$ cat config.mk
export PLATFORM = sky130hd
export DESIGN_NAME = host_pair_packet_filter_syn_limit
export DESIGN_NICKNAME = d
export VERILOG_FILES = /design/src/hppf_pkg.sv /design/src/hppf_cfg.sv /design/src/hppf_match.sv /design/src/hppf_syn.sv /design/src/host_pair_packet_filter_syn_limit.sv
export SDC_FILE = /design/constraint.sdc
export NUM_CORES = 1
export LEC_CHECK = 0
export ABC_AREA = 1
export ABC_CLOCK_PERIOD_IN_PS = 3500
export BUFFER_PORTS_ARGS = -buffer_cell sky130_fd_sc_hd__buf_2
export CAP_MARGIN = 20
export CELL_PAD_IN_SITES_DETAIL_PLACEMENT = 0
export CELL_PAD_IN_SITES_GLOBAL_PLACEMENT = 2
export CORE_ASPECT_RATIO = 0.6
export CORE_MARGIN = 1.5
export CORE_UTILIZATION = 37
export DETAILED_ROUTE_END_ITERATION = 16
export GPL_TIMING_DRIVEN = 0
export PLACE_DENSITY = 0.91
export SYNTH_ARGS = -nofsm -noshare
export SYNTH_HDL_FRONTEND = slang
export SYNTH_SLANG_ARGS = --single-unit
$ cat constraint.sdc
create_clock -name clk_i -period 3.5 [get_ports clk_i]
set_clock_uncertainty 0.05 [all_clocks]
set_input_delay 0 -clock clk_i [delete_from_list [all_inputs] [get_ports clk_i]]
set_output_delay 0 -clock clk_i [all_outputs]
set_load 0.01 [all_outputs]
$ cat src/hppf_pkg.sv
package hppf_pkg;

  localparam int unsigned AddrW  = 32;
  localparam int unsigned PortW  = 16;
  localparam int unsigned ProtoW = 8;
  localparam int unsigned CountW = 3;
  localparam int unsigned CfgIdxW = 3;
  localparam int unsigned CfgDataW = 32;

  localparam logic [ProtoW-1:0] ProtoTcp = 8'd6;
  localparam logic [CountW-1:0] CountMax = 3'd7;

  // Register indexes of the configuration port.
  localparam logic [CfgIdxW-1:0] CfgIntHostA = 3'd0;
  localparam logic [CfgIdxW-1:0] CfgIntHostB = 3'd1;
  localparam logic [CfgIdxW-1:0] CfgIntHostC = 3'd2;
  localparam logic [CfgIdxW-1:0] CfgExtHostA = 3'd3;
  localparam logic [CfgIdxW-1:0] CfgExtHostB = 3'd4;
  localparam logic [CfgIdxW-1:0] CfgAllowPort = 3'd5;
  localparam logic [CfgIdxW-1:0] CfgSynLimit = 3'd6;

  // Reset values: 192.168.60.5/6/7, 10.9.0.5, 10.9.0.1, port 23, limit 3.
  localparam logic [AddrW-1:0]  RstIntHostA = 32'hC0A8_3C05;
  localparam logic [AddrW-1:0]  RstIntHostB = 32'hC0A8_3C06;
  localparam logic [AddrW-1:0]  RstIntHostC = 32'hC0A8_3C07;
  localparam logic [AddrW-1:0]  RstExtHostA = 32'h0A09_0005;
  localparam logic [AddrW-1:0]  RstExtHostB = 32'h0A09_0001;
  localparam logic [PortW-1:0]  RstAllowPort = 16'd23;
  localparam logic [CountW-1:0] RstSynLimit = 3'd3;

  typedef struct packed {
    logic [AddrW-1:0]  int_host_a;
    logic [AddrW-1:0]  int_host_b;
    logic [AddrW-1:0]  int_host_c;
    logic [AddrW-1:0]  ext_host_a;
    logic [AddrW-1:0]  ext_host_b;
    logic [PortW-1:0]  allowed_port;
    logic [CountW-1:0] syn_limit;
  } hppf_cfg_t;

endpackage

$ cat src/hppf_cfg.sv
module hppf_cfg (
  input  logic                             clk_i,
  input  logic                             rst_ni,
  input  logic                             cfg_we_i,
  input  logic [hppf_pkg::CfgIdxW-1:0]     cfg_index_i,
  input  logic [hppf_pkg::CfgDataW-1:0]    cfg_data_i,
  output hppf_pkg::hppf_cfg_t              cfg_o
);

  hppf_pkg::hppf_cfg_t cfg_q, cfg_d;

  always_comb begin
    cfg_d = cfg_q;
    if (cfg_we_i) begin
      case (cfg_index_i)
        hppf_pkg::CfgIntHostA:  cfg_d.int_host_a = cfg_data_i;
        hppf_pkg::CfgIntHostB:  cfg_d.int_host_b = cfg_data_i;
        hppf_pkg::CfgIntHostC:  cfg_d.int_host_c = cfg_data_i;
        hppf_pkg::CfgExtHostA:  cfg_d.ext_host_a = cfg_data_i;
        hppf_pkg::CfgExtHostB:  cfg_d.ext_host_b = cfg_data_i;
        hppf_pkg::CfgAllowPort: cfg_d.allowed_port = cfg_data_i[hppf_pkg::PortW-1:0];
        hppf_pkg::CfgSynLimit:  cfg_d.syn_limit = cfg_data_i[hppf_pkg::CountW-1:0];
        default: ;
      endcase
    end
  end

  always_ff @(posedge clk_i or negedge rst_ni) begin
    if (!rst_ni) begin
      cfg_q.int_host_a   <= hppf_pkg::RstIntHostA;
      cfg_q.int_host_b   <= hppf_pkg::RstIntHostB;
      cfg_q.int_host_c   <= hppf_pkg::RstIntHostC;
      cfg_q.ext_host_a   <= hppf_pkg::RstExtHostA;
      cfg_q.ext_host_b   <= hppf_pkg::RstExtHostB;
      cfg_q.allowed_port <= hppf_pkg::RstAllowPort;
      cfg_q.syn_limit    <= hppf_pkg::RstSynLimit;
    end else begin
      cfg_q <= cfg_d;
    end
  end

  assign cfg_o = cfg_q;

endmodule

$ cat src/hppf_match.sv
module hppf_match (
  input  hppf_pkg::hppf_cfg_t              cfg_i,
  input  logic [hppf_pkg::AddrW-1:0]       src_i,
  input  logic [hppf_pkg::AddrW-1:0]       dst_i,
  input  logic [hppf_pkg::ProtoW-1:0]      proto_i,
  input  logic [hppf_pkg::PortW-1:0]       port_i,
  output logic                             drop_o
);

  logic src_int, dst_int, src_ext, dst_ext;
  logic pair, allowed;

  always_comb begin
    src_int = (src_i == cfg_i.int_host_a) || (src_i == cfg_i.int_host_b) ||
              (src_i == cfg_i.int_host_c);
    dst_int = (dst_i == cfg_i.int_host_a) || (dst_i == cfg_i.int_host_b) ||
              (dst_i == cfg_i.int_host_c);
    src_ext = (src_i == cfg_i.ext_host_a) || (src_i == cfg_i.ext_host_b);
    dst_ext = (dst_i == cfg_i.ext_host_a) || (dst_i == cfg_i.ext_host_b);
    // Any internal/external pairing in either direction counts.
    pair    = (src_int && dst_ext) || (src_ext && dst_int);
    allowed = (proto_i == hppf_pkg::ProtoTcp) && (port_i == cfg_i.allowed_port);
    drop_o  = pair && !allowed;
  end

endmodule

$ cat src/hppf_syn.sv
module hppf_syn (
  input  logic                             clk_i,
  input  logic                             rst_ni,
  input  logic                             update_i,
  input  hppf_pkg::hppf_cfg_t              cfg_i,
  input  logic [hppf_pkg::AddrW-1:0]       src_i,
  input  logic                             syn_i,
  input  logic                             pair_drop_i,
  output logic                             verdict_o
);

  logic [hppf_pkg::CountW-1:0] cnt0_q, cnt0_d, cnt1_q, cnt1_d;
  logic hit0, hit1, drop0, drop1;

  always_comb begin
    cnt0_d = cnt0_q;
    cnt1_d = cnt1_q;
    drop0  = 1'b0;
    drop1  = 1'b0;
    hit0   = !pair_drop_i && syn_i && (src_i == cfg_i.ext_host_a);
    hit1   = !pair_drop_i && syn_i && (src_i == cfg_i.ext_host_b);
    if (hit0) begin
      if (cnt0_q > cfg_i.syn_limit) begin
        drop0 = 1'b1;
      end else if (cnt0_q < hppf_pkg::CountMax) begin
        cnt0_d = cnt0_q + 1'b1;
      end
    end
    // Counter one is consulted only when counter zero did not drop.
    if (hit1 && !drop0) begin
      if (cnt1_q > cfg_i.syn_limit) begin
        drop1 = 1'b1;
      end else if (cnt1_q < hppf_pkg::CountMax) begin
        cnt1_d = cnt1_q + 1'b1;
      end
    end
    verdict_o = pair_drop_i || drop0 || drop1;
  end

  always_ff @(posedge clk_i or negedge rst_ni) begin
    if (!rst_ni) begin
      cnt0_q <= '0;
      cnt1_q <= '0;
    end else if (update_i) begin
      cnt0_q <= cnt0_d;
      cnt1_q <= cnt1_d;
    end
  end

endmodule

$ cat src/host_pair_packet_filter_syn_limit.sv
// Channel   Handshake                Payload
// in        in_valid_i/in_ready_o    source_address_i, dest_address_i, protocol_number_i,
//                                    dest_port_i, syn_flag_i
// out       out_valid_o/out_ready_i  verdict_o
// cfg       cfg_we_i (no wait)       cfg_index_i, cfg_data_i
//
// One packet per cycle while the output is not stalled; the verdict follows the input
// transfer through both stages. Stage one registers the header, stage two holds the
// verdict; the host compares and the SYN counter update sit between them.
// Reset restores the register defaults and clears both SYN counters.
// A stalled output holds both stages; an empty input stage still takes a packet.
module host_pair_packet_filter_syn_limit (
  input  logic                             clk_i,
  input  logic                             rst_ni,
  input  logic                             in_valid_i,
  output logic                             in_ready_o,
  input  logic [hppf_pkg::AddrW-1:0]       source_address_i,
  input  logic [hppf_pkg::AddrW-1:0]       dest_address_i,
  input  logic [hppf_pkg::ProtoW-1:0]      protocol_number_i,
  input  logic [hppf_pkg::PortW-1:0]       dest_port_i,
  input  logic                             syn_flag_i,
  output logic                             out_valid_o,
  input  logic                             out_ready_i,
  output logic                             verdict_o,
  input  logic                             cfg_we_i,
  input  logic [hppf_pkg::CfgIdxW-1:0]     cfg_index_i,
  input  logic [hppf_pkg::CfgDataW-1:0]    cfg_data_i
);

  hppf_pkg::hppf_cfg_t cfg;

  logic                        s1_valid_q;
  logic [hppf_pkg::AddrW-1:0]  src_q;
  logic [hppf_pkg::AddrW-1:0]  dst_q;
  logic [hppf_pkg::ProtoW-1:0] proto_q;
  logic [hppf_pkg::PortW-1:0]  port_q;
  logic                        syn_q;

  logic out_valid_q, verdict_q, verdict_d;
  logic pair_drop, advance, s1_fire;

  // The verdict stage can take a new result when it is empty or being drained.
  assign advance    = !out_valid_q || out_ready_i;
  assign s1_fire    = s1_valid_q && advance;
  assign in_ready_o = !s1_valid_q || advance;

  hppf_cfg u_cfg (
    .clk_i       (clk_i),
    .rst_ni      (rst_ni),
    .cfg_we_i    (cfg_we_i),
    .cfg_index_i (cfg_index_i),
    .cfg_data_i  (cfg_data_i),
    .cfg_o       (cfg)
  );

  hppf_match u_match (
    .cfg_i   (cfg),
    .src_i   (src_q),
    .dst_i   (dst_q),
    .proto_i (proto_q),
    .port_i  (port_q),
    .drop_o  (pair_drop)
  );

  hppf_syn u_syn (
    .clk_i       (clk_i),
    .rst_ni      (rst_ni),
    .update_i    (s1_fire),
    .cfg_i       (cfg),
    .src_i       (src_q),
    .syn_i       (syn_q),
    .pair_drop_i (pair_drop),
    .verdict_o   (verdict_d)
  );

  always_ff @(posedge clk_i or negedge rst_ni) begin
    if (!rst_ni) begin
      s1_valid_q  <= 1'b0;
      out_valid_q <= 1'b0;
    end else begin
      if (in_ready_o) begin
        s1_valid_q <= in_valid_i;
      end
      if (advance) begin
        out_valid_q <= s1_valid_q;
      end
    end
  end

  always_ff @(posedge clk_i) begin
    if (in_valid_i && in_ready_o) begin
      src_q   <= source_address_i;
      dst_q   <= dest_address_i;
      proto_q <= protocol_number_i;
      port_q  <= dest_port_i;
      syn_q   <= syn_flag_i;
    end
    if (s1_fire) begin
      verdict_q <= verdict_d;
    end
  end

  assign out_valid_o = out_valid_q;
  assign verdict_o   = verdict_q;

endmodule

### Word-level counts from Yosys, hierarchy flattened

Cells that the tools add are included.
Widths: inputs -> output; s select.

* add/subtract/negate cells: 2
* multipliers: 0
* div/mod/pow operators: 0
* $lt $le $gt $ge: 4
* equal/unequal tests: 18
* shift operators: 0
* multiplexer cells: 4
* bitwise operators: 2
* reductions and logical operators: 36

Operators with widths (number)
* $eq 32x32->1: 10
* $eq 16x16->1: 1
* $reduce_and 2->1: 7
* $logic_or 1x1->1: 11
* $logic_and 1x1->1: 10
* $eq 3x3->1 const B: 3
* $eq 8x3->1 const B: 1
* $reduce_and 4->1: 2
* $add 3x1->3 const B: 2
* $eq 3x2->1 const B: 2
* $gt 3x3->1: 2
* $lt 3x3->1 const B: 2
* $logic_not 1->1: 5
* $mux 1: 4
* $eq 3x1->1 const B: 1
* $logic_not 3->1: 1
* $not 1->1: 2

* register bits after elaboration: 277
* latch bits: 0
* RAM bits: 0
* memory bits (read-only): 0
* output and inout bits: 3
* word-level logic and storage cells: 83
* memories kept: 0

### Longest topological paths before layout

* depth after elaboration: 14
* mapped depth: 19
* mapped depth without buffers: 18

### By module

From an unflattened synthesis, not the netlist that was laid out.

* cell total of the unflattened synthesis: 2265
* area total of the unflattened synthesis: 17316.6 sq um

Modules (own cells, without submodules)
* hppf_cfg: instances 1, cells each 787, area an instance 7048.0 sq um
* hppf_match: instances 1, cells each 885, area an instance 5250.0 sq um
* host_pair_packet_filter_syn_limit: instances 1, cells each 102, area an instance 2797.7 sq um
* hppf_syn: instances 1, cells each 491, area an instance 2220.9 sq um

### Worst setup path before layout

OpenSTA, ideal clock, no wires.

* path kind: reg2reg
* start point: register out_valid_q, in the netlist out_valid_o
* end point: register dst_q[0] in the netlist's numbering (enable)
* setup time: 0.443 ns
* data arrival time: 2.422 ns
* required time: 3.007 ns
* setup slack: 0.585 ns
* stages on the path, launching flop included: 4
* path buffers: 0
* clock period less this slack: 2.915 ns
* cells stage by stage: dfrtp_1 nand3_1 nand2_1 inv_1

* cells in the longest elaborated chain, start to end: 4

Ends and longest elaborated chain
* start, declared: line host_pair_packet_filter_syn_limit.sv:39 `logic out_valid_q, verdict_q, verdict_d;`
* start signal, assigned: line host_pair_packet_filter_syn_limit.sv:85 `out_valid_q <= s1_valid_q;`
* $logic_not 1->1: line host_pair_packet_filter_syn_limit.sv:43 `assign advance = !out_valid_q || out_ready_i;`
* $logic_or 1x1->1: line host_pair_packet_filter_syn_limit.sv:43
* $logic_or 1x1->1: line host_pair_packet_filter_syn_limit.sv:45 `assign in_ready_o = !s1_valid_q || advance;`
* net in_ready_o: line host_pair_packet_filter_syn_limit.sv:16 `output logic in_ready_o,`
* $logic_and 1x1->1: line host_pair_packet_filter_syn_limit.sv:91 `if (in_valid_i && in_ready_o) begin`
* end signal, assigned: line host_pair_packet_filter_syn_limit.sv:93 `dst_q <= dest_address_i;`
* end, declared: line host_pair_packet_filter_syn_limit.sv:34 `logic [hppf_pkg::AddrW-1:0] dst_q;`

The timed path passes the listed nets, and every way through them passes these cells.
A chain may end at the register's enable or synchronous reset.

### Final worst setup path

* start point: register src_q[9] in the netlist's numbering
* end point: register verdict_q, in the netlist verdict_o (data pin)

* cells in the longest elaborated chain, start to end: 14
* elaborated cells between the ends (all ways): 22
* those cells by class: eq/ne (5); mux (2); reduce/logical (15)

Ends and longest elaborated chain
* start, declared: line host_pair_packet_filter_syn_limit.sv:33 `logic [hppf_pkg::AddrW-1:0] src_q;`
* start signal, assigned: line host_pair_packet_filter_syn_limit.sv:92 `src_q <= source_address_i;`
* $eq 32x32->1: line hppf_match.sv:14 `src_int = (src_i == cfg_i.int_host_a) || (src_i == cfg_i.int_host_b) ||`
* $logic_or 1x1->1 (2 in a row): line hppf_match.sv:14
* $logic_and 1x1->1: line hppf_match.sv:21 `pair = (src_int && dst_ext) || (src_ext && dst_int);`
* $logic_or 1x1->1: line hppf_match.sv:21
* $logic_and 1x1->1: line hppf_match.sv:23 `drop_o = pair && !allowed;`
* $logic_not 1->1: line hppf_syn.sv:20, hppf_syn.sv:21
* $logic_and 1x1->1: line hppf_syn.sv:20, hppf_syn.sv:21
* $logic_and 1x1->1: line hppf_syn.sv:20 `hit0 = !pair_drop_i && syn_i && (src_i == cfg_i.ext_host_a);`
* $mux 1: line hppf_syn.sv:22 `if (hit0) begin`
* $logic_not 1->1: line hppf_syn.sv:30 `if (hit1 && !drop0) begin`
* $logic_and 1x1->1: line hppf_syn.sv:30
* $mux 1: line hppf_syn.sv:30
* $logic_or 1x1->1 (*): line hppf_syn.sv:37 `verdict_o = pair_drop_i || drop0 || drop1;`
* net u_syn.verdict_o: line hppf_syn.sv:9 `output logic verdict_o`
* end signal, assigned: line host_pair_packet_filter_syn_limit.sv:99 `verdict_q <= verdict_d;`
* end, declared: line host_pair_packet_filter_syn_limit.sv:39

The timed path passes the listed nets; every way through them passes the cells marked *.

==> metrics.yaml <==
critical_path:
  worst_setup_path_start_kind: "flop"
  worst-path-buf-inv: 1
  crit_cells: 13
  cpMaxStageDelayCell: "edfxtp_1"
  reg2reg_from: "src_q[9]"
  cp_common_cell: "nand2_1"
  r2r_cells: 13
  criticalPathCategory: "reg -> reg"
  cp_max_fo: 6
  slowest_delay_ns: 0.53
  required_ns: 3.76
  critPathArrivalTime_ns: 2.75
  rr_endpoint: "verdict_o"
  path_cells: "inv_2, or2_0, nand3_1, nor2_1, nand2_1, nor2_1, nand2_1, nand2_1, nand2_1, nand2_2, nand2_4, nand4_2, o211ai_1"
  critPathTopFamily: "simple AND/OR/NAND/NOR gates"
  reg2reg_slack_ns: 1.01
  end_kind: "flop"
detailed_routing:
  num_vias: 11900
  routedWlPerCell_um: 16.7
  firstDrtPassIters: 7
  vias_per_cell: 4.69
  first_iter_violations: 832
  drt-total-wl_mm: 42.7
  drcViolationCount: 0
  postRouteAntennaNets: 0
global_route:
  grt_pass1_wl_mm: 66.0
  antenna_found_initial: 0
  grt-ovfl-total: 0
  grt_max_degree: 115
  grt_pass1_vias: 11500
  grt.total_usage_pct: 21.3
cts:
  cts_tree: "done"
  root_buffer: "clkbuf_16"
  clk_path_buf_depth: 3
  cts.sinks: 277
  cts_buffers: 30
  cts.repair.resized: 0
  h-tree-depth: 1
  clk_latency_ns: 0.57
  clk_pin_slew_worst_paths_ns: 0.06
logic_synthesis:
  netlist_area_um2: 14700
  postSynthCellCount: 1709
  synth_cell_types: 35
  synth_fp_nets: 1846
  ys_ff_latch: 277
  avgSynthCellArea_um2: 8.62
  seq_area_frac_synth_pct: 50.5
  yosysWarnings: 0
timing:
  tightest_slew_ns: 0.773
  finalSetupViolations: 0
  max_freq_mhz: 402
  setup-tns-final_ns: 0
  relSlewSlack_pct: 48.4
  finalHoldViolations: 0
  finalCritPeriodShare_pct: 71.2
  finalMaxSlewViolations: 0
  rsz0062_at_grt: "no"
  fin_crit_ns: 2.49
floorplan:
  core_area_um2: 39200
  start_util_pct: 37.6
  rows: 56
  ios: 132
  die_area_um2: 41100
  die_h_um: 158
  fp.dieW_um: 261
finish:
  nets: 2140
  layout_common_cells: "545 x nand2_1, 255 x xnor2_1, 189 x buf_2"
  diodes: 0
  area_growth_pct: 25.6
  final-instance-count-excl-fill: 2549
  final_layout_size_suffix_gt1_share_pct: 16.0
  final_util_pct: 47.2
  final_common_cell: "nand2_1"
power_and_ir_drop:
  vdd_ir_drop_max_uv: 378
  power.switching_w: 0.00295
  intPower_w: 0.00710
  p_leak_nw: 8.06
  pwr-share-comb_pct: 21.4
  p_seq_share_pct: 43.7
  power_switching_share_pct: 29.4
  powerDensity_nw_per_um2: 543
  clkPwrFrac_pct: 35.0
placed_design:
  placed_cells: 2364
  gp_congestion: 0.837
  portBuffers: 131
  hpwlAfterDp_mm: 30.6
worst_hold_path:
  hp-class: "in -> async"
outcome:
  status: "completed"
run:
  drv_cap: 0
## power by group through the flow
stage / logic (W) / registers [W] / clock network (W)
after floorplan: 0.00150 / 0.00434 / 0
after global placement: 0.00197 / 0.00443 / 0
after detailed placement: 0.00203 / 0.00444 / 0
after CTS: 0.00215 / 0.00438 / 0.00359
after global routing: 0.00244 / 0.00446 / 0.00373
final: 0.00215 / 0.00439 / 0.00352
## stage by stage
step	power (W)	area, um2	worst slack, ns	hold WS [ns]
2_1_floorplan	0.00584	14700	0.585	-0.346
3_3_place_gp	0.00640	16000	-0.936	0.126
3_5_place_dp	0.00646	16100	1.02	-0.0281
4_1_cts	0.0101	18500	1.01	0.0521
5_1_grt	0.0106	18500	0.782	0.0588
6_report	0.0101	18500	1.01	0.0671
## cells in the mapped netlist
| master | count | share of area [%] |
|---|---|---|
| nand3_4 | 1 | 0.12 |
| inv_1 | 123 | 3.1 |
| xor2_1 | 3 | 0.18 |
| nand2_1 | 545 | 14 |
| ha_1 | 8 | 0.68 |
| dfrtp_1 | 136 | 23 |
| nand3_2 | 2 | 0.14 |
| dfstp_2 | 51 | 9.1 |
| nor2_8 | 1 | 0.14 |
| or2_1 | 3 | 0.13 |
| o21ai_1 | 4 | 0.14 |
| clkbuf_1 | 33 | 0.84 |
| or2_2 | 4 | 0.17 |
| nor2_4 | 1 | 0.076 |
| clkinv_1 | 1 | 0.025 |
| nor4_1 | 2 | 0.085 |
| inv_2 | 16 | 0.41 |
| nand4_1 | 6 | 0.25 |
| nand2_4 | 1 | 0.076 |
| or2_0 | 17 | 0.72 |
| a21oi_1 | 2 | 0.068 |
| buf_2 | 59 | 2.0 |
| nand2_2 | 4 | 0.17 |
| nand3_1 | 40 | 1.4 |
| a31oi_1 | 2 | 0.085 |
| nand3b_1 | 2 | 0.10 |
| o211ai_1 | 3 | 0.15 |
| nor2_1 | 111 | 2.8 |
| edfxtp_1 | 90 | 18 |
| a211oi_1 | 1 | 0.051 |
| a32oi_1 | 1 | 0.059 |
| or4_1 | 1 | 0.051 |
| xnor2_1 | 255 | 15 |
| nand4_2 | 1 | 0.085 |
| o21ai_0 | 179 | 6.1 |
## worst register-to-register path, cell delays in order, from the launching register on
cell and delay [ns]:
edfxtp_1 0.53, inv_2 0.14, or2_0 0.11, nand3_1 0.07, nor2_1 0.31, nand2_1 0.15, nor2_1 0.11, nand2_1 0.11
nand2_1 0.11, nand2_1 0.07, nand2_2 0.10, nand2_4 0.10, nand4_2 0.16, o211ai_1 0.12
## logic make-up (layout without fill, tap and decap cells)
group                      count (synthesis)  count (layout)  synth area share, %
DFF                                      277             277                 50.5
xor gates and xnor gates                 258             258                 15.3
AOI/OAI and AO/OA                        192             192                 6.63
adders and majority gates                  8               8                0.680
and+or+nand+nor                          742             742                 20.4
buffers and inverters                    232             550                 6.41
## flip-flops by register name, indices dropped and copies added, names as in the netlist
| register | count |
|---|---|
| src_q | 32 |
| out_valid_o | 1 |
| dst_q | 32 |
| u_cfg.cfg_o | 179 |
| s1_valid_q | 1 |
| syn_q | 1 |
| verdict_o | 1 |
| u_syn.cnt1_q | 3 |
| proto_q | 8 |
| port_q | 16 |
| u_syn.cnt0_q | 3 |
## worst max-delay path by stage
stage,start,to
CTS,src_q[9],verdict_o
finish,src_q[9],verdict_o
floorplan,out_valid_o,dst_q[0]
global placement,rst_ni,u_cfg.cfg_o[32]
detailed placement,src_q[9],verdict_o
global route,src_q[13],verdict_o
## layout make-up
class                           count  area [um2]
Timing Repair Buffer              262        2030
Clock inverter                     17         240
Inverter                          140         528
Clock buffer                       39         846
Buffer                             92         419
Tap cell                          522         653
Sequential cell                   277        7450
Fill cell                        3779       20700
Multi-Input combinational cell   1200        6340
## layer usage
layer / routed length, um / vias to the layer above / global-route usage, %
li1: - / 5908 / -
met3: 2740 / 33 / 3.69
met4: 446 / 0 / 2.64
met2: 17300 / 294 / 30.6
met5: 0 / - / 0
met1: 22200 / 5712 / 33.8
## timing repair
action	in CTS	in global routing
hold buffers	129	0
hold endpoints to repair	433	0
setup buffers	0	0
No activity file was read; power rests on OpenSTA's default activity.
